<file path="src/design/tccw_pkg.sv">
// ============================================================================
// tccw_pkg
// Shared types, codes and helpers for the text console character writer.
// ============================================================================
`default_nettype none

package tccw_pkg;

  // Default geometry and queue depth
  localparam int COLUMNS_DEF     = 80;
  localparam int ROWS_DEF        = 25;
  localparam int TAB_STOP_DEF    = 4;
  localparam int QUEUE_DEPTH_DEF = 2;

  // Attribute register reset value (light grey on black)
  localparam logic [7:0] ATTR_RESET = 8'h07;

  // Action codes on the input channel
  localparam logic [1:0] ACT_WRITE = 2'd0;
  localparam logic [1:0] ACT_SETCUR = 2'd1;
  localparam logic [1:0] ACT_CLEAR = 2'd2;
  localparam logic [1:0] ACT_READ  = 2'd3;

  // Character codes
  localparam logic [7:0] CH_NUL       = 8'h00;
  localparam logic [7:0] CH_BACKSPACE = 8'h08;
  localparam logic [7:0] CH_TAB       = 8'h09;
  localparam logic [7:0] CH_NEWLINE   = 8'h0A;
  localparam logic [7:0] CH_CR        = 8'h0D;
  localparam logic [7:0] CH_SPACE     = 8'h20;
  localparam logic [7:0] CH_TILDE     = 8'h7E;
  localparam logic [7:0] CH_PRINT_LO  = 8'h20;
  localparam logic [7:0] CH_PRINT_HI  = 8'h7E;

  // Nibble masks for the hex escape
  localparam logic [7:0] HEX_HI_MASK = 8'hF0;
  localparam logic [7:0] HEX_LO_MASK = 8'h0F;

  // Classified operation handed from front to back
  typedef enum logic [3:0] {
    OP_PRINT,
    OP_NEWLINE,
    OP_TAB,
    OP_CR,
    OP_BACKSPACE,
    OP_ESCAPE,
    OP_SETCUR,
    OP_CLEAR,
    OP_READ
  } op_t;

  typedef struct packed {
    op_t        op;
    logic [7:0] data;
    logic [7:0] col;
    logic [7:0] row;
    logic       reject;
  } cmd_t;

  typedef struct packed {
    logic [2:0] written_count;
    logic [6:0] cursor_column;
    logic [4:0] cursor_row;
    logic [7:0] cell_char;
    logic [7:0] cell_attr;
    logic       rejected;
  } res_t;

  // Lower-case hex digit for a nibble ("0123456789abcdef")
  function automatic logic [7:0] hex_digit(input logic [3:0] nib);
    logic [7:0] wide;
    wide = {4'h0, nib};
    return (nib < 4'd10) ? (8'h30 + wide) : (8'h57 + wide);
  endfunction

endpackage

`default_nettype wire

</file>
<file path="src/design/tccw_fifo.sv">
// ============================================================================
// tccw_fifo
// Short command queue between the decoder and the execution engine.
// ============================================================================
`default_nettype none

module tccw_fifo #(
  parameter int DEPTH = tccw_pkg::QUEUE_DEPTH_DEF
) (
  input  wire logic           clk,
  input  wire logic           rst_n,
  input  wire logic           push,
  input  wire tccw_pkg::cmd_t push_cmd,
  output logic                full,
  input  wire logic           pop,
  output tccw_pkg::cmd_t      head_cmd,
  output logic                not_empty
);

  localparam int PW = $clog2(DEPTH);
  localparam int CW = $clog2(DEPTH + 1);

  tccw_pkg::cmd_t entry_r [DEPTH];
  logic [PW-1:0]  wr_ptr_r, wr_ptr_nxt;
  logic [PW-1:0]  rd_ptr_r, rd_ptr_nxt;
  logic [CW-1:0]  count_r, count_nxt;

  assign full      = (count_r == CW'(DEPTH));
  assign not_empty = (count_r != '0);
  assign head_cmd  = entry_r[rd_ptr_r];

  // Pointer and occupancy update
  always_comb begin
    wr_ptr_nxt = wr_ptr_r;
    rd_ptr_nxt = rd_ptr_r;
    count_nxt  = count_r;
    if (push) begin
      wr_ptr_nxt = (wr_ptr_r == PW'(DEPTH - 1)) ? '0 : wr_ptr_r + PW'(1);
    end
    if (pop) begin
      rd_ptr_nxt = (rd_ptr_r == PW'(DEPTH - 1)) ? '0 : rd_ptr_r + PW'(1);
    end
    if (push && !pop) begin
      count_nxt = count_r + CW'(1);
    end else if (pop && !push) begin
      count_nxt = count_r - CW'(1);
    end
  end

  always_ff @(posedge clk) begin
    if (!rst_n) begin
      wr_ptr_r <= '0;
      rd_ptr_r <= '0;
      count_r  <= '0;
    end else begin
      wr_ptr_r <= wr_ptr_nxt;
      rd_ptr_r <= rd_ptr_nxt;
      count_r  <= count_nxt;
    end
  end

  // Entry storage, no reset
  always_ff @(posedge clk) begin
    if (push) begin
      entry_r[wr_ptr_r] <= push_cmd;
    end
  end

endmodule

`default_nettype wire

</file>
<file path="config.mk">
export PLATFORM = sky130hd
export DESIGN_NAME = tccw_fifo
export DESIGN_NICKNAME = d
export VERILOG_FILES = /design/src/design/tccw_pkg.sv /design/src/design/tccw_fifo.sv
export SDC_FILE = /design/constraint.sdc
export NUM_CORES = 1
export LEC_CHECK = 0
export BUFFER_PORTS_ARGS = -buffer_cell sky130_fd_sc_hd__buf_2
export CORE_MARGIN = 8
export CORE_UTILIZATION = 45
export CTS_BUF_LIST = sky130_fd_sc_hd__clkbuf_8
export CTS_CLUSTER_SIZE = 16
export DETAILED_ROUTE_END_ITERATION = 8
export GPL_ROUTABILITY_DRIVEN = 0
export PLACE_DENSITY = 0.7
export SYNTH_ARGS = -nofsm -noshare
export SYNTH_HDL_FRONTEND = slang
export SYNTH_SLANG_ARGS = --single-unit
</file>
<file path="constraint.sdc">
create_clock -name clk -period 5.4 [get_ports clk]
set_clock_uncertainty 0.05 [all_clocks]
set_input_delay 1.08 -clock clk [delete_from_list [all_inputs] [get_ports clk]]
set_output_delay 1.08 -clock clk [all_outputs]
set_load 0.05 [all_outputs]
</file>
======== After elaboration in Yosys (flattened, before gate mapping) ========
Memories as Yosys holds them, arrays and structs flattened. A register that Yosys moved wholly into a read port is not among the register bits.
Cells that the tools add are included.
word-level totals
  register bits ........................... 4
  RAM bits ................................ 58
  input port bits ......................... 33
  output and inout port bits .............. 31
  memories ................................ 1
memory list
  name     depth  width  read ports  clocked after Yosys merged registers in  wr ports  RTL line         source
  entry_r  2      29     1           1                                        1         tccw_fifo.sv:23  tccw_pkg::cmd_t entry_r [DEPTH];
cells by class
  $add $sub $neg .......................... 4
  equal/unequal tests ..................... 1
  multiplexer cells ....................... 8
  reduce and logical (&&, ||, !) cells .... 6
operators by type and width
  cell                 number
  $mux 1               6
  $mux 2               2
  $reduce_bool 2->1    2
  $add 1x1->1 const B  2
  $add 2x1->2 const B  1
  $eq 2x2->1 const B   1
  $logic_and 1x1->1    2
  $logic_not 1->1      2
  $sub 2x1->2 const B  1

======== Depth between registers and ports, before layout ========
Gate-level depths: netlist of run 1.
  depth in word-level cells ............... 4
  depth in mapped cells ................... 5
  gate-level depth less buffers ........... 5

======== Least setup slack after synthesis of run 1 ========
Ideal clock, no wire load.
  path kind ............................... in2reg
  start ................................... input port push
  end ..................................... memory entry_r[0][0] (netlist name), enable pin
  setup time .............................. 420 ps
  arrival ................................. 2430 ps
  data required time ...................... 4930 ps
  slack ................................... 2500 ps
  stages .................................. 1
  path through ............................ nor2b_1
on the way
  longest elaborated chain between the ends .. 2
ends and longest elaborated chain
  element                       RTL line         source
  from (decl)                   tccw_fifo.sv:12  input wire logic push,
  $mux 1                        tccw_fifo.sv:64  if (push) begin
  $mux 1 (implied by the code)  tccw_fifo.sv:65  entry_r[wr_ptr_r] <= push_cmd;
  to (decl)                     tccw_fifo.sv:23
No other way between the ends.

==> out/results.ini, run 1 <==
[cts]
cts_repair_resize_count=0
cts_tree=yes
clkSinkCount=63
clk_path_buf_depth=2
number_of_clock_buffers_inserted_by_tritoncts=9
cts_root_buf=sky130_fd_sc_hd__clkbuf_8
clk_pin_slew_worst_paths_ns=0.06
post-cts-setup-buffers=0
cts_htree_levels=3
clkLatencyLatePin_ns=0.32
number_of_buffers_inserted_by_hold_repair_at_cts=0

[sta]
drv_slew=0
hold_violations=0
fin_setup_tns_ns=0
grt_setup_unrepaired=false
holdWs_ns=0.4670
max_freq_mhz=346.7
post-route-period-util_pct=53.42
setup_violations=0
slew_at_the_pin_with_the_worst_max_slew_slack_ns=0.4964
timing.slew.headroom_pct=66.76
fin_crit_ns=2.885

[flow_run]
cap_viol_max_count=0

[synth]
synth_top_cell_by_area=sky130_fd_sc_hd__edfxtp_1
yosysUniqueCellTypes=18
post_synth_main_area_contributors=sky130_fd_sc_hd__edfxtp_1, sky130_fd_sc_hd__mux2_2, sky130_fd_sc_hd__dfxtp_1
synth-adder-area-share_pct=0.5408
synth-xor-area-share_pct=1.136
post_synth_net_total=146
synth_top_family_by_area=multiplexers
synth-simple-area-share_pct=2.542
ys_warn_count=0
synth.avg_cell_area_um2=20.66
post_synth_mux_area_share_pct=14.12
synth_compound_gate_area_share_pct=0.8653
syn_area_um2=2313
postSynthRegisterBits=63
netlist_instances=112
yosysTopAreaCellShare_pct=75.28
synth.yosys.seq_area_share_pct=79.61

[route]
detail_route.wirelength.met1_mm=1.706
finalWirelength_mm=4.180
detailroute.wirelength.met2_mm=2.019
first_iter_violations=44
drt-pass1-iter-count=4
routed-wl-met3_um=390
top_layer_used=met4
vias=1212
detail_route.wl_per_cell_um=16.02
detail_route.drc_violations=0
post_drt_via_cell_ratio=4.644
ant_nets=0

[run_status]
outcome=complete, no violations

[setup_path]
cpMaxStageDelayCell=sky130_fd_sc_hd__dfxtp_1
worst_path_largest_cell_delay_ns=0.46
crit_arrival_ns=1.75
critical_path.startpoint_type=flop
kind_of_end_point_of_the_critical_path=primary output
timing.setup.critical_path_class=reg -> out
r2r.worst_path.cells=2
critical_path_cell_by_cell=buf_4 -> mux2_2 -> buf_2
regToRegStartpoint=wr_ptr_r
setup.worst_path.end=head_cmd[15]
worstPathRequired_ns=4.27
r2r-end=entry_r[0][27]
r2r_setup_slack_ns=3.88
critical_path_peak_fanout=24

[finish]
number_of_antenna_cells_inserted=0
nets=220
n_fill_cell=421
final_cell_mix=sky130_fd_sc_hd__buf_2, sky130_fd_sc_hd__edfxtp_1, sky130_fd_sc_hd__mux2_2
final_layout_size_suffix_gt1_share_pct=56.02
layout_commonest_cell=sky130_fd_sc_hd__buf_2
layout-area-overhead-vs-synth_pct=23.96

[power_and_ir_drop]
powerDensity_nw_per_um2=372.9
p_leak_nw=1.115
max-vdd-ir-drop_v=0.0001692

[min_path]
hold_class=reg -> reg
min_from=count_r[1]

[die]
placement_rows=26
design.die.area_um2=7691
io_pins=64
core_region_area_um2=5042
die_w_um=87.70
initial_core_util_pct=45.88
chipHeight_um=87.70

[grt]
grt_pass1_wl_mm=6.596
grt_start_max_net_pins=30
grt_antenna_before_repair=0
first_global_vias=1400
grt.overflow.total=0
grtUsageTotal_pct=11.68

[placement]
port-buffer-count=63
detailed_place_hpwl_mm=2.926

[logic make-up (layout without fill, tap and decap cells)]
group,Yosys count,in the layout
AOI/OAI and AO/OA,3,3
xor gates and xnor gates,3,3
adders and majority gates,1,1
buffers and inverters,4,83
DFF,63,63
muxes,29,29
and+or+nand+nor,9,9
[critical path, delay by kind of cell, from the launching register on]
family	cells	cell delay (ns)
buffers and inverters	2	0.57
muxes	1	0.39
DFF	1	0.46
[Yosys cell counts]
library cell                n
sky130_fd_sc_hd__o21a_1     1
sky130_fd_sc_hd__or2_2      1
sky130_fd_sc_hd__or3_1      1
sky130_fd_sc_hd__buf_2      1
sky130_fd_sc_hd__and2b_2    1
sky130_fd_sc_hd__xnor2_1    1
sky130_fd_sc_hd__inv_1      1
sky130_fd_sc_hd__dfxtp_1    5
sky130_fd_sc_hd__mux2_2    29
sky130_fd_sc_hd__xor2_1     2
sky130_fd_sc_hd__edfxtp_1  58
sky130_fd_sc_hd__and2_1     4
sky130_fd_sc_hd__nor2b_1    2
sky130_fd_sc_hd__buf_6      1
sky130_fd_sc_hd__buf_4      1
sky130_fd_sc_hd__a21boi_1   1
sky130_fd_sc_hd__ha_1       1
sky130_fd_sc_hd__o21ai_0    1
[metal layers]
| metal | GRT usage [%] | up-vias |
|---|---|---|
| met1 | 11.92 | 576 |
| met5 | 0 | - |
| li1 | - | 579 |
| met2 | 19.49 | 50 |
| met4 | 6.094 | 0 |
| met3 | 5.535 | 7 |
[how the worst min path moves through the flow]
stage / depth (start not counted) / slack, ns / to
6_report: 2 / 0.47 / count_r[1]
5_1_grt: 2 / 0.50 / count_r[1]
4_1_cts: 2 / 0.47 / count_r[1]
3_5_place_dp: 2 / 0.46 / count_r[1]
3_3_place_gp: 2 / 0.42 / count_r[1]
2_1_floorplan: 2 / 0.41 / count_r[1]
[where the power goes]
part	internal, mW	total (mW)	switching, mW	leakage [nW]
Clock	0.155	0.308	0.153	0.0945
Sequential	0.563	0.572	0.00934	0.586
Combinational	0.0571	0.189	0.132	0.434
[registers in the layout (all words and copies together) (netlist names), named ones only]
signal / flops
count_r: 2
entry_r: 58
rd_ptr_r: 1
wr_ptr_r: 1
[final cells by class]
cell class,instances,area [µm²],share of cell area [%]
Clock inverter,7,26.28,0.9162
Tap cell,70,87.58,3.054
Inverter,1,3.754,0.1309
Clock buffer,9,123.9,4.319
Sequential cell,63,1842,64.22
Timing Repair Buffer,66,337.8,11.78
Multi-Input combinational cell,45,446.7,15.58
[per-stage QoR]
step | std cells | utilization, % | instance area [µm²] | worst slack (ns) | power [mW]
6_report | 261 | 56.87 | 2868 | 2.515 | 1.069
5_1_grt | 261 | 56.87 | 2868 | 2.418 | 1.118
4_1_cts | 261 | 56.87 | 2868 | 2.487 | 1.085
3_5_place_dp | 245 | 53.90 | 2718 | 2.844 | 0.7743
3_3_place_gp | 245 | 53.90 | 2718 | 2.876 | 0.7691
2_1_floorplan | 112 | - | 2313 | 2.500 | 0.7259
Power figures use the tool's default switching activity.
==> run 2, diff against run 1 <==
- PLACE_DENSITY: 0.7 -> 0.73
- clock period: 5.4 -> 2.3 ns (I/O delays scaled with it)
==> out/results.ini, run 2 (same netlist as run 1, synthesis figures left out) <==
[sta]
timing.slew.headroom_pct=69.40  ; +2.6 points
max_freq_mhz=486.7
hold_violations=0  ; unchanged
drv_slew=0  ; unchanged
grt_setup_unrepaired=false
holdWs_ns=0.2621  ; -0.2049 ns
slew_at_the_pin_with_the_worst_max_slew_slack_ns=0.4590  ; -0.03737 ns
post-route-period-util_pct=89.33
fin_crit_ns=2.055
fin_setup_tns_ns=0  ; unchanged
setup_violations=0  ; unchanged

[power_and_ir_drop]
seqPwrFrac_pct=49.8  ; -3.7 points
max-vdd-ir-drop_v=0.0005129  ; +200%
clockPowerShare_pct=33.2  ; +4.4 points
internal_power_mw=1.950  ; +150%
p_leak_nw=1.126  ; +1.0%
comb_power_share_pct=17.0  ; -0.7 points
power.switching_fraction_pct=27.49  ; -0.083 points
powerDensity_nw_per_um2=916.9  ; +150%
switchingPower_mw=0.7392  ; +150%

[setup_path]
worst_path_largest_cell_delay_ns=0.40  ; -0.06 ns
kind_of_end_point_of_the_critical_path=primary output
cpMaxStageDelayCell=sky130_fd_sc_hd__mux2_2
critical_path_peak_fanout=20  ; -17%
r2r.worst_path.cells=2  ; unchanged
path_buf_inv=2  ; unchanged
r2r-end=entry_r[1][1]
crit_arrival_ns=1.54  ; -0.21 ns
worstPathRequired_ns=1.79  ; -2.48 ns
critical_path.startpoint_type=flop
r2r_setup_slack_ns=0.94  ; -2.94 ns
crit_family=buffers and inverters
regToRegStartpoint=wr_ptr_r
critical_path_cell_by_cell=buf_4 -> mux2_2 -> buf_2
timing.setup.critical_path_class=reg -> out

[die]
io_pins=64  ; unchanged
chipHeight_um=87.70  ; unchanged
core_region_area_um2=5042  ; unchanged
die_w_um=87.70  ; unchanged
initial_core_util_pct=45.88  ; unchanged
design.die.area_um2=7691  ; unchanged
placement_rows=26  ; unchanged

[cts]
number_of_clock_buffers_inserted_by_tritoncts=9  ; unchanged
clk_pin_slew_worst_paths_ns=0.07  ; about the same
cts_htree_levels=3  ; unchanged
cts_root_buf=sky130_fd_sc_hd__clkbuf_8
clkLatencyLatePin_ns=0.33  ; about the same
cts_tree=yes
number_of_buffers_inserted_by_hold_repair_at_cts=0  ; unchanged
clkSinkCount=63  ; unchanged
clk_path_buf_depth=2  ; unchanged
cts_repair_resize_count=0  ; unchanged
post-cts-setup-buffers=0  ; unchanged

[placement]
port-buffer-count=63  ; unchanged
placed_cell_area_um2=2745  ; +1.0%
detailed_place_hpwl_mm=3.058  ; +4.5%

[route]
ant_nets=0  ; unchanged
vias=1222  ; +0.83%
finalWirelength_mm=4.263  ; +2.0%
detail_route.wl_per_cell_um=16.21  ; +1.2%
drt-pass1-iter-count=4  ; unchanged
post_drt_via_cell_ratio=4.646  ; about the same
first_iter_violations=54  ; +23%
detail_route.drc_violations=0  ; unchanged

[grt]
grt_start_max_net_pins=22  ; -27%
grt_antenna_before_repair=0  ; unchanged
grtUsageTotal_pct=11.91  ; +0.23 points
grt.overflow.total=0  ; unchanged
first_global_vias=1394  ; -0.43%
grt_pass1_wl_mm=6.665  ; +1.0%

[finish]
fin_area_um2=2933  ; +2.3%
number_of_antenna_cells_inserted=0  ; unchanged
layout_top_registers=entry_r (58), count_r (2)
layout-area-overhead-vs-synth_pct=26.77
final_layout_size_suffix_gt1_share_pct=59.59  ; +3.6 points
largest-register=entry_r
nets=222  ; +0.91%
final_cell_mix=sky130_fd_sc_hd__buf_2, sky130_fd_sc_hd__edfxtp_1, sky130_fd_sc_hd__mux2_2
largest_register_ffs=58  ; unchanged
layout_commonest_cell=sky130_fd_sc_hd__buf_2

[min_path]
hold-path-endpoint=entry_r[1][12]
hold-path-cell-count=1  ; -1
hold_class=in -> reg
min_from=push_cmd[12]

[run_status]
outcome=complete, no violations

[flow_run]
cap_viol_max_count=0  ; unchanged

-- run 2: cell type report --
type | instances | area [µm²]
clock buffers | 9 | 123.9
clock inverters | 7 | 63.81
fillers | 399 | 2110
inverters | 1 | 3.754
multi-input cells | 45 | 446.7
flip-flops and latches | 63 | 1842
well taps | 70 | 87.58
repair buffers | 68 | 365.4
-- run 2: power groups by stage --
stage	clock network, mW	logic (mW)	registers, mW
2_1_floorplan	0	0.345	1.36
4_1_cts	0.915	0.465	1.34
6_report	0.893	0.458	1.34
5_1_grt	0.958	0.484	1.34
3_3_place_gp	0	0.454	1.36
3_5_place_dp	0	0.463	1.36
-- run 2: worst max path at each step --
stage	from	depth (start not counted)	to	slack [ns]
5_1_grt	flop	3	head_cmd[21]	0.17
3_5_place_dp	flop	3	head_cmd[21]	0.59
3_3_place_gp	flop	3	head_cmd[21]	0.61
4_1_cts	flop	3	head_cmd[21]	0.21
2_1_floorplan	push	1	entry_r[0][0]	0.02
6_report	flop	3	head_cmd[21]	0.25
-- run 2: layer usage --
metal | routed length [µm] | GRT usage (%) | vias to the layer above
met3 | 382 | 5.816 | 7
met4 | 58 | 7.031 | 0
met1 | 1754 | 12.19 | 585
met5 | 0 | 0 | -
met2 | 2068 | 19.36 | 50
li1 | - | - | 580
-- run 2: worst register-to-register path: stages (launching register included) --
cell and delay [ns]:
sky130_fd_sc_hd__dfxtp_1 0.35, sky130_fd_sc_hd__and2_1 0.43, sky130_fd_sc_hd__buf_12 0.24
-- run 2: through the flow --
step | cells | total power, mW | utilization (%) | worst slack (ns)
finish | 263 | 2.689 | 58.16 | 0.2454
global route | 263 | 2.787 | 58.16 | 0.1711
CTS | 263 | 2.719 | 58.16 | 0.2130
detailed placement | 247 | 1.828 | 54.44 | 0.5881
global placement | 247 | 1.814 | 54.44 | 0.6115
floorplan | 112 | 1.704 | - | 0.01991
