<file path="config.mk">
export PLATFORM = sky130hd
export DESIGN_NAME = tccw_front
export DESIGN_NICKNAME = d
export VERILOG_FILES = /design/src/design/tccw_pkg.sv /design/src/design/tccw_front.sv
export SDC_FILE = /design/constraint.sdc
export NUM_CORES = 1
export LEC_CHECK = 0
export CAP_MARGIN = 25
export CORE_AREA = 2 2 39 41
export DETAILED_ROUTE_END_ITERATION = 6
export DIE_AREA = 0 0 41 43
export DONT_BUFFER_PORTS = 1
export GPL_TIMING_DRIVEN = 0
export PLACE_DENSITY = 0.53
export REMOVE_ABC_BUFFERS = 1
export SLEW_MARGIN = 20
export SYNTH_ARGS = -nofsm -noshare
export SYNTH_HDL_FRONTEND = slang
export SYNTH_SLANG_ARGS = --single-unit
</file>
<file path="constraint.sdc">
create_clock -name vclk -period 2.26
set_input_delay 0.339 -clock vclk [all_inputs]
set_output_delay 0.339 -clock vclk [all_outputs]
set_load 0.01 [all_outputs]
</file>
<file path="src/design/tccw_pkg.sv">
// ============================================================================
// tccw_pkg
// Shared types, codes and helpers for the text console character writer.
// ============================================================================
`default_nettype none

package tccw_pkg;

  // Default geometry and queue depth
  localparam int COLUMNS_DEF     = 80;
  localparam int ROWS_DEF        = 25;
  localparam int TAB_STOP_DEF    = 4;
  localparam int QUEUE_DEPTH_DEF = 2;

  // Attribute register reset value (light grey on black)
  localparam logic [7:0] ATTR_RESET = 8'h07;

  // Action codes on the input channel
  localparam logic [1:0] ACT_WRITE = 2'd0;
  localparam logic [1:0] ACT_SETCUR = 2'd1;
  localparam logic [1:0] ACT_CLEAR = 2'd2;
  localparam logic [1:0] ACT_READ  = 2'd3;

  // Character codes
  localparam logic [7:0] CH_NUL       = 8'h00;
  localparam logic [7:0] CH_BACKSPACE = 8'h08;
  localparam logic [7:0] CH_TAB       = 8'h09;
  localparam logic [7:0] CH_NEWLINE   = 8'h0A;
  localparam logic [7:0] CH_CR        = 8'h0D;
  localparam logic [7:0] CH_SPACE     = 8'h20;
  localparam logic [7:0] CH_TILDE     = 8'h7E;
  localparam logic [7:0] CH_PRINT_LO  = 8'h20;
  localparam logic [7:0] CH_PRINT_HI  = 8'h7E;

  // Nibble masks for the hex escape
  localparam logic [7:0] HEX_HI_MASK = 8'hF0;
  localparam logic [7:0] HEX_LO_MASK = 8'h0F;

  // Classified operation handed from front to back
  typedef enum logic [3:0] {
    OP_PRINT,
    OP_NEWLINE,
    OP_TAB,
    OP_CR,
    OP_BACKSPACE,
    OP_ESCAPE,
    OP_SETCUR,
    OP_CLEAR,
    OP_READ
  } op_t;

  typedef struct packed {
    op_t        op;
    logic [7:0] data;
    logic [7:0] col;
    logic [7:0] row;
    logic       reject;
  } cmd_t;

  typedef struct packed {
    logic [2:0] written_count;
    logic [6:0] cursor_column;
    logic [4:0] cursor_row;
    logic [7:0] cell_char;
    logic [7:0] cell_attr;
    logic       rejected;
  } res_t;

  // Lower-case hex digit for a nibble ("0123456789abcdef")
  function automatic logic [7:0] hex_digit(input logic [3:0] nib);
    logic [7:0] wide;
    wide = {4'h0, nib};
    return (nib < 4'd10) ? (8'h30 + wide) : (8'h57 + wide);
  endfunction

endpackage

`default_nettype wire

</file>
<file path="src/design/tccw_front.sv">
// ============================================================================
// tccw_front
// Input decoder: turns an input transaction into a classified command.
// ============================================================================
`default_nettype none

module tccw_front #(
  parameter int COLUMNS = tccw_pkg::COLUMNS_DEF,
  parameter int ROWS    = tccw_pkg::ROWS_DEF
) (
  input  wire logic [1:0]      action,
  input  wire logic [7:0]      char_code,
  input  wire logic [7:0]      column,
  input  wire logic [7:0]      row,
  output tccw_pkg::cmd_t       cmd
);

  logic in_range;

  // Cursor request range check, done once here
  assign in_range = ({1'b0, column} < 9'(COLUMNS)) && ({1'b0, row} < 9'(ROWS));

  always_comb begin
    cmd.data   = char_code;
    cmd.col    = column;
    cmd.row    = row;
    cmd.reject = 1'b0;
    cmd.op     = tccw_pkg::OP_READ;
    unique case (action)
      tccw_pkg::ACT_WRITE: begin
        priority if (char_code >= tccw_pkg::CH_PRINT_LO &&
                     char_code <= tccw_pkg::CH_PRINT_HI) begin
          cmd.op = tccw_pkg::OP_PRINT;
        end else if (char_code == tccw_pkg::CH_NEWLINE) begin
          cmd.op = tccw_pkg::OP_NEWLINE;
        end else if (char_code == tccw_pkg::CH_TAB) begin
          cmd.op = tccw_pkg::OP_TAB;
        end else if (char_code == tccw_pkg::CH_CR) begin
          cmd.op = tccw_pkg::OP_CR;
        end else if (char_code == tccw_pkg::CH_BACKSPACE) begin
          cmd.op = tccw_pkg::OP_BACKSPACE;
        end else begin
          cmd.op = tccw_pkg::OP_ESCAPE;
        end
      end
      tccw_pkg::ACT_SETCUR: begin
        cmd.op     = tccw_pkg::OP_SETCUR;
        cmd.reject = ~in_range;
      end
      tccw_pkg::ACT_CLEAR: cmd.op = tccw_pkg::OP_CLEAR;
      tccw_pkg::ACT_READ:  cmd.op = tccw_pkg::OP_READ;
    endcase
  end

endmodule

`default_nettype wire

</file>
### Word level (Yosys, flattened, before mapping)

Index checks and enable logic that the tools add are counted.

* register bits after elaboration: 0
* input bits: 26
* logic and storage cells: 22

* order comparisons: 4
* equality and inequality tests: 7
* muxes and demuxes: 7
* bitwise gates (word level): 1
* reductions and logical operators: 3

Operator list (count)
* $eq A8 B4 Y1 const B: 4
* $pmux W4 S4: 1
* $mux W3: 4
* $ge A8 B6 Y1 const B: 1
* $le A8 B7 Y1 const B: 1
* $lt A8 B5 Y1 const B: 1
* $lt A8 B7 Y1 const B: 1
* $eq A2 B2 Y1 const B: 2
* $eq A2 B1 Y1 const B: 1
* $logic_and A1 B1 Y1: 2
* $logic_not A2 Y1: 1
* $mux W1: 2
* $not A1 Y1: 1

### Depth between registers and ports, before layout

Gate-level depths: netlist (run 1).

* word-level depth: 7
* gate-level depth with buffers: 5

### Least setup slack after synthesis (run 1)

Ideal clock, no wire load.

* path type: input to output
* from: input port char_code[4]
* to: output port cmd[25] (netlist bit)
* data arrival time: 1.170 ns
* data required time: 1.921 ns
* path slack: 0.751 ns
* stages: 3
* cells stage by stage: or4b_4 > nor4_1 > o22ai_1

RTL lines
* start, declared: line tccw_front.sv:12 `input wire logic [7:0] char_code,`
* end, declared: line tccw_front.sv:15 `output tccw_pkg::cmd_t cmd`

==> results of run 1 <==
==> path summary, 6_finish.rpt <==
kind	endpoint	slack, ns	cells past startpoint
worst max-delay path	cmd[25]	0.69	3
worst min-delay path	cmd[7]	0.68	0
==> synthesized netlist by cell type <==
library cell  count  area, um^2
buf_4            24         180
o22ai_1           1        6.26
a31oi_1           1        6.26
or3b_2            1        8.76
o21ai_0           2        10.0
o21ai_1           1        5.00
a2bb2oi_1         1        8.76
inv_1             4        15.0
nand4_1           3        18.8
a211oi_2          1        12.5
or4b_4            1        13.8
ha_1              4        50.1
o311ai_0          1        8.76
nand2b_1          2        12.5
nor4_1            2        12.5
nor2_1            2        7.51
o21bai_1          1        7.51
==> report_power, final <==
group | internal (mW) | leakage, nW | switching, mW | total, mW
combinational | 0.0104 | 0.0779 | 0.0145 | 0.0249
sequential | 0 | 0 | 0 | 0
clock | 0 | 0 | 0 | 0
total | 0.0104 | 0.0779 | 0.0145 | 0.0249
==> kinds of logic after synthesis <==
logic type | Yosys count | synth area share (%)
simple gates | 11 | 19.2
fa+ha+maj | 4 | 13.0
compound gates | 9 | 16.9
buf+inv | 28 | 50.8
==> per-layer routing <==
metal	up-vias	global-route usage (%)	share of wire [%]
met1	108	3.16	24
met5	-	0	0
met2	29	14.1	50
met4	0	3.33	4.6
met3	6	4.71	22
li1	110	-	-
==> cells in the final DEF, fill, tap and decap left out <==
cell type,netlist,final
o311ai_0,1,1
o21bai_1,1,1
nand4_1,3,3
nand2b_1,2,2
a31oi_1,1,1
ha_1,4,4
inv_1,4,4
or4b_4,1,1
o21ai_0,2,2
a211oi_2,1,1
or3b_2,1,1
a2bb2oi_1,1,1
nor4_1,2,2
o22ai_1,1,1
nor2_1,2,2
o21ai_1,1,1
==> critical path: cells and delay by family <==
family	cells	cell delay [ns]
AOI/OAI and AO/OA	1	0.17
and+or+nand+nor	2	0.71
==> per-stage QoR <==
step	util [%]	cell area [um^2]	cells	total power, mW	hold WS, ns
2_1_floorplan	-	204	28	0.0217	0.678
3_3_place_gp	16.2	224	44	0.0251	0.678
3_5_place_dp	16.2	224	44	0.0255	0.678
4_1_cts	16.2	224	44	0.0255	0.678
5_1_grt	16.2	224	44	0.0287	0.678
6_report	16.2	224	44	0.0249	0.678
==> area by class of cell <==
| type | count | area (um^2) |
|---|---|---|
| fillers | 160 | 1160 |
| multi-input cells | 24 | 189 |
| well taps | 16 | 20.0 |
| inverters | 4 | 15.0 |
==> run summary, run 1 <==
Syn Inst Count - 52
crit-path cells - or4b_4 > nor4_1 > o22ai_1
Inserted Diodes - 0
dpl hpwl - 623 um
Layout clock buffers - 0
fin nets - 60
Max Fclk - 0.637 GHz
unrepaired setup endpoints after global routing - no
Initial Util - 27.8%
row cnt - 14
Setup Slack @ Placement - 0.690 ns
worst slew pin tran - 0.414 ns
leakage power - 0.0779 nW
Total Die Area - 1760 um^2
worst min-delay path class - in -> out
status - finished clean
Seq cells - 0
DRT Pass-1 Iters - 1
MaxCap Viol Count - 0
Reg area - 0 um^2
min cycle time layout - 1.57 ns
first-pass GRT wire length - 869 um
CP Capture Type - output pin
Fin Setup TNS - 0 ns
hold buffers post-CTS - 0
endpoints failing hold - 0
largest net degree at the start of global routing - 6
Max FO, Critical Path - 4
CTS resizes - 0
Die H - 43 um
initial antenna violation count - 0
# IOs - 55
CP Launch Point - char_code[4]
Critical Path AT - 1.23 ns
Post-Syn Area - 384 um^2
final wirelength - 692 um
Routed Antenna Nets - 0
share of cells above drive strength 1 - 10.7%
Starting DRT DRC Count - 0
Netlist cell types - 17
peak supply drop - 0.0000190 V
die width - 41 um
vias in the first global route - 239
Core Region - 1380 um^2
Synthesis Warnings - 0
DRC errors left - 0
Slowest-stage cell, CP - or4b_4
Final GP Congestion - 0.568
Slew headroom - 72.1%
Layout area overhead - -41.7%
total track usage - 6.89%
critical path class - in -> out
Setup violations, final - 0
DR vias - 253
sequential fraction of the synthesis area - 0%
Mean Syn Cell Area - 7.39 um^2
max-slew violation count - 0
routed len/inst - 15.7 um
port bufs - 0
pwr/cell area - 111 nW/um^2
Worst Setup Start Kind - input port
period utilisation layout - 69.5%
vias per inst - 5.75
total global routing overflow - 0
slowest cell delay on critical path - 0.52 ns
setup bufs post-CTS - 0
critical path required time - 1.92 ns
hold path startpoint - row[6]
final worst slack - 0.690 ns
Note: power is estimated with default switching activity, not from simulation.
==> run 2: changes to the inputs <==
--- a/config.mk
+++ b/config.mk
@@ -5,13 +5,14 @@
 export SDC_FILE = /design/constraint.sdc
 export NUM_CORES = 1
 export LEC_CHECK = 0
+export ABC_AREA = 1
 export CAP_MARGIN = 25
-export CORE_AREA = 2 2 39 41
+export CORE_MARGIN = 1
+export CORE_UTILIZATION = 30
 export DETAILED_ROUTE_END_ITERATION = 6
-export DIE_AREA = 0 0 41 43
 export DONT_BUFFER_PORTS = 1
 export GPL_TIMING_DRIVEN = 0
-export PLACE_DENSITY = 0.53
+export PLACE_DENSITY = 0.55
 export REMOVE_ABC_BUFFERS = 1
 export SLEW_MARGIN = 20
 export SYNTH_ARGS = -nofsm -noshare
==> constraint.sdc (replaced) <==
create_clock -name vclk -period 1.5
set_input_delay 0.225 -clock vclk [all_inputs]
set_output_delay 0.225 -clock vclk [all_outputs]
set_load 0.01 [all_outputs]
==> run summary, run 2 <==
status - finished clean
critical path class - in -> out
endpoints failing hold - 0 (unchanged)
Max FO, Critical Path - 4 (unchanged)
most frequent cells in the layout - 11 x nand2_1, 10 x nor2_1, 6 x inv_1, 4 x ha_1, 3 x nand2_2
WHS Endpoint - cmd[20]
share of the synthesized area in the top cell type - 42.7% (-4.2 points)
Sw Share - 61.2% (+2.9 points)
NetSw - 28.6 uW (+97%)
Synthesis Warnings - 0 (unchanged)
Final GP Congestion - 0.643 (+13%)
sequential fraction of the synthesis area - 0% (unchanged)
pwr/cell area - 179 nW/um^2 (+62%)
port bufs - 0 (unchanged)
Netlist cell types - 15 (-2)
DRT Pass-1 Iters - 1 (unchanged)
worst min-delay path class - in -> out
# IOs - 55 (unchanged)
Power, Total - 46.7 uW (+88%)
min cycle time layout - 1.07 ns
Core Region - 1300 um^2 (-6.0%)
most frequent cells after synthesis - 24 x buf_4, 11 x nand2_1, 10 x nor2_1
routed len/inst - 10.4 um (-34%)
row cnt - 13 (-1)
Die H - 39.5 um (-8.2%)
Layout clock buffers - 0 (unchanged)
first-pass GRT wire length - 952 um (+9.6%)
CTS resizes - 0 (unchanged)
Initial Util - 32.4% (+4.6 points)
setup bufs post-CTS - 0 (unchanged)
Worst Setup Start Kind - input port
Critical Path AT - 0.84 ns (-0.39 ns)
Setup Slack @ Placement - 0.429 ns (-0.261 ns)
Starting DRT DRC Count - 0 (unchanged)
DR vias - 286 (+13%)
Syn Inst Count - 69 (+33%)
die width - 39.5 um (-3.7%)
Cell Int Power - 18.1 uW (+75%)
Seq cells - 0 (unchanged)
Post-Syn Area - 422 um^2 (+9.8%)
initial antenna violation count - 0 (unchanged)
vias per inst - 4.77 (-17%)
register share of total power - 0% (unchanged)
final wirelength - 623 um (-10%)
worst hold stages - 0 (unchanged)
fin nets - 77 (+28%)
leakage power - 0.132 nW (+69%)
Slew headroom - 81.3% (+9.2 points)
final worst slack - 0.435 ns (-0.255 ns)
Fin Setup TNS - 0 ns (unchanged)
period utilisation layout - 71.0%
peak supply drop - 0.0000549 V (+190%)
Total Die Area - 1560 um^2 (-12%)
largest cells by area after synthesis - buf_4 43%, ha_1 12%, nand2_1 9.8%
total track usage - 8.29% (+1.4 points)
Comb power frac - 100.0% (about the same)
largest net degree at the start of global routing - 5 (-1)
Reg area - 0 um^2 (unchanged)
Yosys top cell by area - buf_4
Routed Antenna Nets - 0 (unchanged)
unrepaired setup endpoints after global routing - no
max-slew violation count - 0 (unchanged)
CP Capture Type - output pin
count leader, synth - buf_4
vias in the first global route - 276 (+15%)
critical path required time - 1.27 ns (-0.65 ns)
worst slew pin tran - 0.280 ns (-0.134 ns)
Mean Syn Cell Area - 6.11 um^2 (-17%)
Max Fclk - 0.939 GHz
hold path startpoint - char_code[3]
total global routing overflow - 0 (unchanged)
hold buffers post-CTS - 0 (unchanged)
Final Util - 20.0% (+3.8 points)
Inserted Diodes - 0 (unchanged)
commonest non-fill, non-tap cell in the layout - nand2_1
DRC errors left - 0 (unchanged)
share of cells above drive strength 1 - 15.6% (+4.8 points)
dpl hpwl - 567 um (-9.0%)
Layout area overhead - -38.3%
Setup violations, final - 0 (unchanged)
MaxCap Viol Count - 0 (unchanged)
Clk network pwr share - 0% (unchanged)
[run 2: power by group through the flow]
stage / registers (mW) / clock network, mW / logic, mW
after floorplan: 0 / 0 / 0.0419
after global placement: 0 / 0 / 0.0472
after detailed placement: 0 / 0 / 0.0476
after CTS: 0 / 0 / 0.0479
after global routing: 0 / 0 / 0.0560
final: 0 / 0 / 0.0467
[run 2: kinds of logic after synthesis]
group	Yosys count	synth area share, %
buffers and inverters	31	49.0
adder cells (fa/ha/maj)	4	11.9
AO/OA/AOI/OAI	3	5.64
AND/OR/NAND/NOR	31	33.5
[run 2: layout make-up]
cell class                      count  area, um^2
Fill cell                         160        1040
Inverter                            7        26.3
Multi-Input combinational cell     38         215
Tap cell                           15        18.8
[run 2: worst max-delay path, cell delays in order]
cell	delay (ns)
inv_1	0.06
ha_1	0.16
inv_1	0.08
nor2_1	0.13
nand3_2	0.07
nand2_1	0.11
[run 2: worst max path at each step]
| stage | to | cells after the start | start | slack (ns) |
|---|---|---|---|---|
| final | cmd[27] | 6 | action[1] | 0.43 |
| after global routing | cmd[27] | 6 | action[1] | 0.34 |
| after CTS | cmd[27] | 6 | action[0] | 0.43 |
| after detailed placement | cmd[27] | 6 | action[0] | 0.43 |
| after global placement | cmd[27] | 6 | action[0] | 0.44 |
| after floorplan | cmd[27] | 6 | action[0] | 0.49 |
[run 2: per-stage QoR]
| step | hold WS, ns | instance area (um^2) | instances |
|---|---|---|---|
| final | 0.450 | 260 | 60 |
| after global routing | 0.450 | 260 | 60 |
| after CTS | 0.450 | 260 | 60 |
| after detailed placement | 0.450 | 260 | 60 |
| after global placement | 0.450 | 260 | 60 |
| after floorplan | 0.450 | 241 | 45 |
[run 2: routing by layer]
layer  wire [um]  vias to the layer above  global-route usage, %
met5           0                        -                      0
met4          28                        0                   3.45
met3         100                        4                   1.70
met2         307                       37                   16.8
met1         186                      107                   7.67
li1            -                      138                      -
==> run 3: changes to the inputs <==
--- a/config.mk
+++ b/config.mk
@@ -5,11 +5,11 @@
 export SDC_FILE = /design/constraint.sdc
 export NUM_CORES = 1
 export LEC_CHECK = 0
-export ABC_AREA = 1
+export ABC_AREA = 0
 export CAP_MARGIN = 25
-export CORE_MARGIN = 1
-export CORE_UTILIZATION = 30
+export CORE_AREA = 2 2 39 41
 export DETAILED_ROUTE_END_ITERATION = 6
+export DIE_AREA = 0 0 41 43
 export DONT_BUFFER_PORTS = 1
 export GPL_TIMING_DRIVEN = 0
 export PLACE_DENSITY = 0.55
==> constraint.sdc (replaced) <==
create_clock -name vclk -period 0.9
set_input_delay 0.135 -clock vclk [all_inputs]
set_output_delay 0.135 -clock vclk [all_outputs]
set_load 0.01 [all_outputs]
==> run summary, run 3 (same netlist as run 1, synthesis figures left out) <==
status - finished with violations
failing checks - negative setup slack
commonest non-fill, non-tap cell in the layout - inv_1
die width - 41 um (+3.8%)
unrepaired setup endpoints after global routing - yes
row cnt - 14 (+1)
vias in the first global route - 242 (-12%)
total track usage - 7.09% (-1.2 points)
cell count after placement - 44 (-27%)
peak supply drop - 0.0000374 V (-32%)
dpl hpwl - 595 um (+5.0%)
worst slew pin tran - 0.302 ns (+0.0215 ns)
port bufs - 0 (unchanged)
DR vias - 254 (-11%)
Total Die Area - 1760 um^2 (+13%)
Worst Setup Start Kind - input port
leakage power - 0.0857 nW (-35%)
period utilisation layout - 124%
MaxCap Viol Count - 0 (unchanged)
Reg area - 0 um^2 (unchanged)
initial antenna violation count - 0 (unchanged)
# IOs - 55 (unchanged)
worst min-delay path class - in -> out
Core Region - 1380 um^2 (+6.3%)
CP Capture Type - output pin
vias per inst - 5.77 (+21%)
routed len/inst - 15.8 um (+53%)
design area - 265 um^2 (+1.9%)
Starting DRT DRC Count - 0 (unchanged)
most frequent cells in the layout - 4 x inv_1, 3 x nand4_1, 3 x ha_1
Final GP Congestion - 0.670 (+4.2%)
placed inst area - 224 um^2 (-14%)
share of cells above drive strength 1 - 28.6% (+13 points)
critical path class - in -> out
Seq cells - 0 (unchanged)
Fin Setup TNS - -0.404 ns (-0.404 ns)
total global routing overflow - 0 (unchanged)
Layout area overhead - -30.9%
Setup violations, final - 2 (+2)
Filler Cells Inserted - 157 (-1.9%)
final wirelength - 697 um (+12%)
first-pass GRT wire length - 890 um (-6.5%)
Layout clock buffers - 0 (unchanged)
min cycle time layout - 1.12 ns
Max Fclk - 0.895 GHz
Critical Path AT - 0.98 ns (+0.14 ns)
Slew headroom - 79.8% (-1.5 points)
Multi-input gate area - 230 um^2 (+7.0%)
DRT Pass-1 Iters - 1 (unchanged)
largest net degree at the start of global routing - 6 (+1)
Fin Hold WS - 0.270 ns (-0.180 ns)
Inserted Diodes - 0 (unchanged)
endpoints failing hold - 0 (unchanged)
DRC errors left - 0 (unchanged)
max-slew violation count - 0 (unchanged)
critical path required time - 0.76 ns (-0.51 ns)
fin nets - 60 (-22%)
Max FO, Critical Path - 4 (unchanged)
non-filler cells, final - 44 (-27%)
Die H - 43 um (+8.9%)
Initial Util - 27.8% (-4.6 points)
pwr/cell area - 299 nW/um^2 (+66%)
final worst slack - -0.217 ns (-0.652 ns)
setup bufs post-CTS - 0 (unchanged)
Setup Slack @ Placement - -0.288 ns (-0.717 ns)
Routed Antenna Nets - 0 (unchanged)
## run 3: cell types whose count changed in the layout (fill, tap and decap cells not counted), sizes merged, moves of 3 or more
cell   before  now
nor2       12    2
nand2      14    0
nand3       3    0
nand4       0    3
## run 3: per-stage QoR
stage / power, mW / util, %
floorplan: 0.0544 / -
global placement: 0.0626 / 16.2
detailed placement: 0.0632 / 16.2
CTS: 0.0742 / 18.4
global route: 0.0892 / 19.2
finish: 0.0792 / 19.2
## run 3: critical path, cell delays in order
cell	delay [ns]
or4b_4	0.54
a211oi_2	0.19
o21ai_2	0.11
## run 3: per-layer routing
metal / GRT usage [%] / share of wire, % / vias to the layer above / wire length, um
met2: 11.9 / 46 / 28 / 321
li1: - / - / 109 / -
met3: 4.71 / 20 / 11 / 138
met4: 6.00 / 6.3 / 0 / 44
met5: 0 / 0 / - / 0
met1: 4.75 / 28 / 106 / 192
## run 3: area by class of cell
class	count	share of cell area [%]
Multi-Input combinational cell	24	86.8
Inverter	4	5.66
Tap cell	16	7.55
## run 3: final timing paths
path | start | endpoint | slack, ns | depth (start not counted)
worst max-delay path | char_code[4] | cmd[27] | -0.22 | 3
worst min-delay path | column[4] | cmd[13] | 0.27 | 0
## run 3: where the power goes
part / switching, mW / leakage [nW] / internal [mW] / total, mW
Sequential: 0 / 0 / 0 / 0
Clock: 0 / 0 / 0 / 0
Combinational: 0.0438 / 0.0857 / 0.0354 / 0.0792
Total: 0.0438 / 0.0857 / 0.0354 / 0.0792
## run 3: repair_timing
action	in CTS	in global routing
setup endpoints to repair	3	4
gates resized for setup	7	2
endpoints found under the hold margin	0	0
pin swaps	2	4
hold buffers	0	0
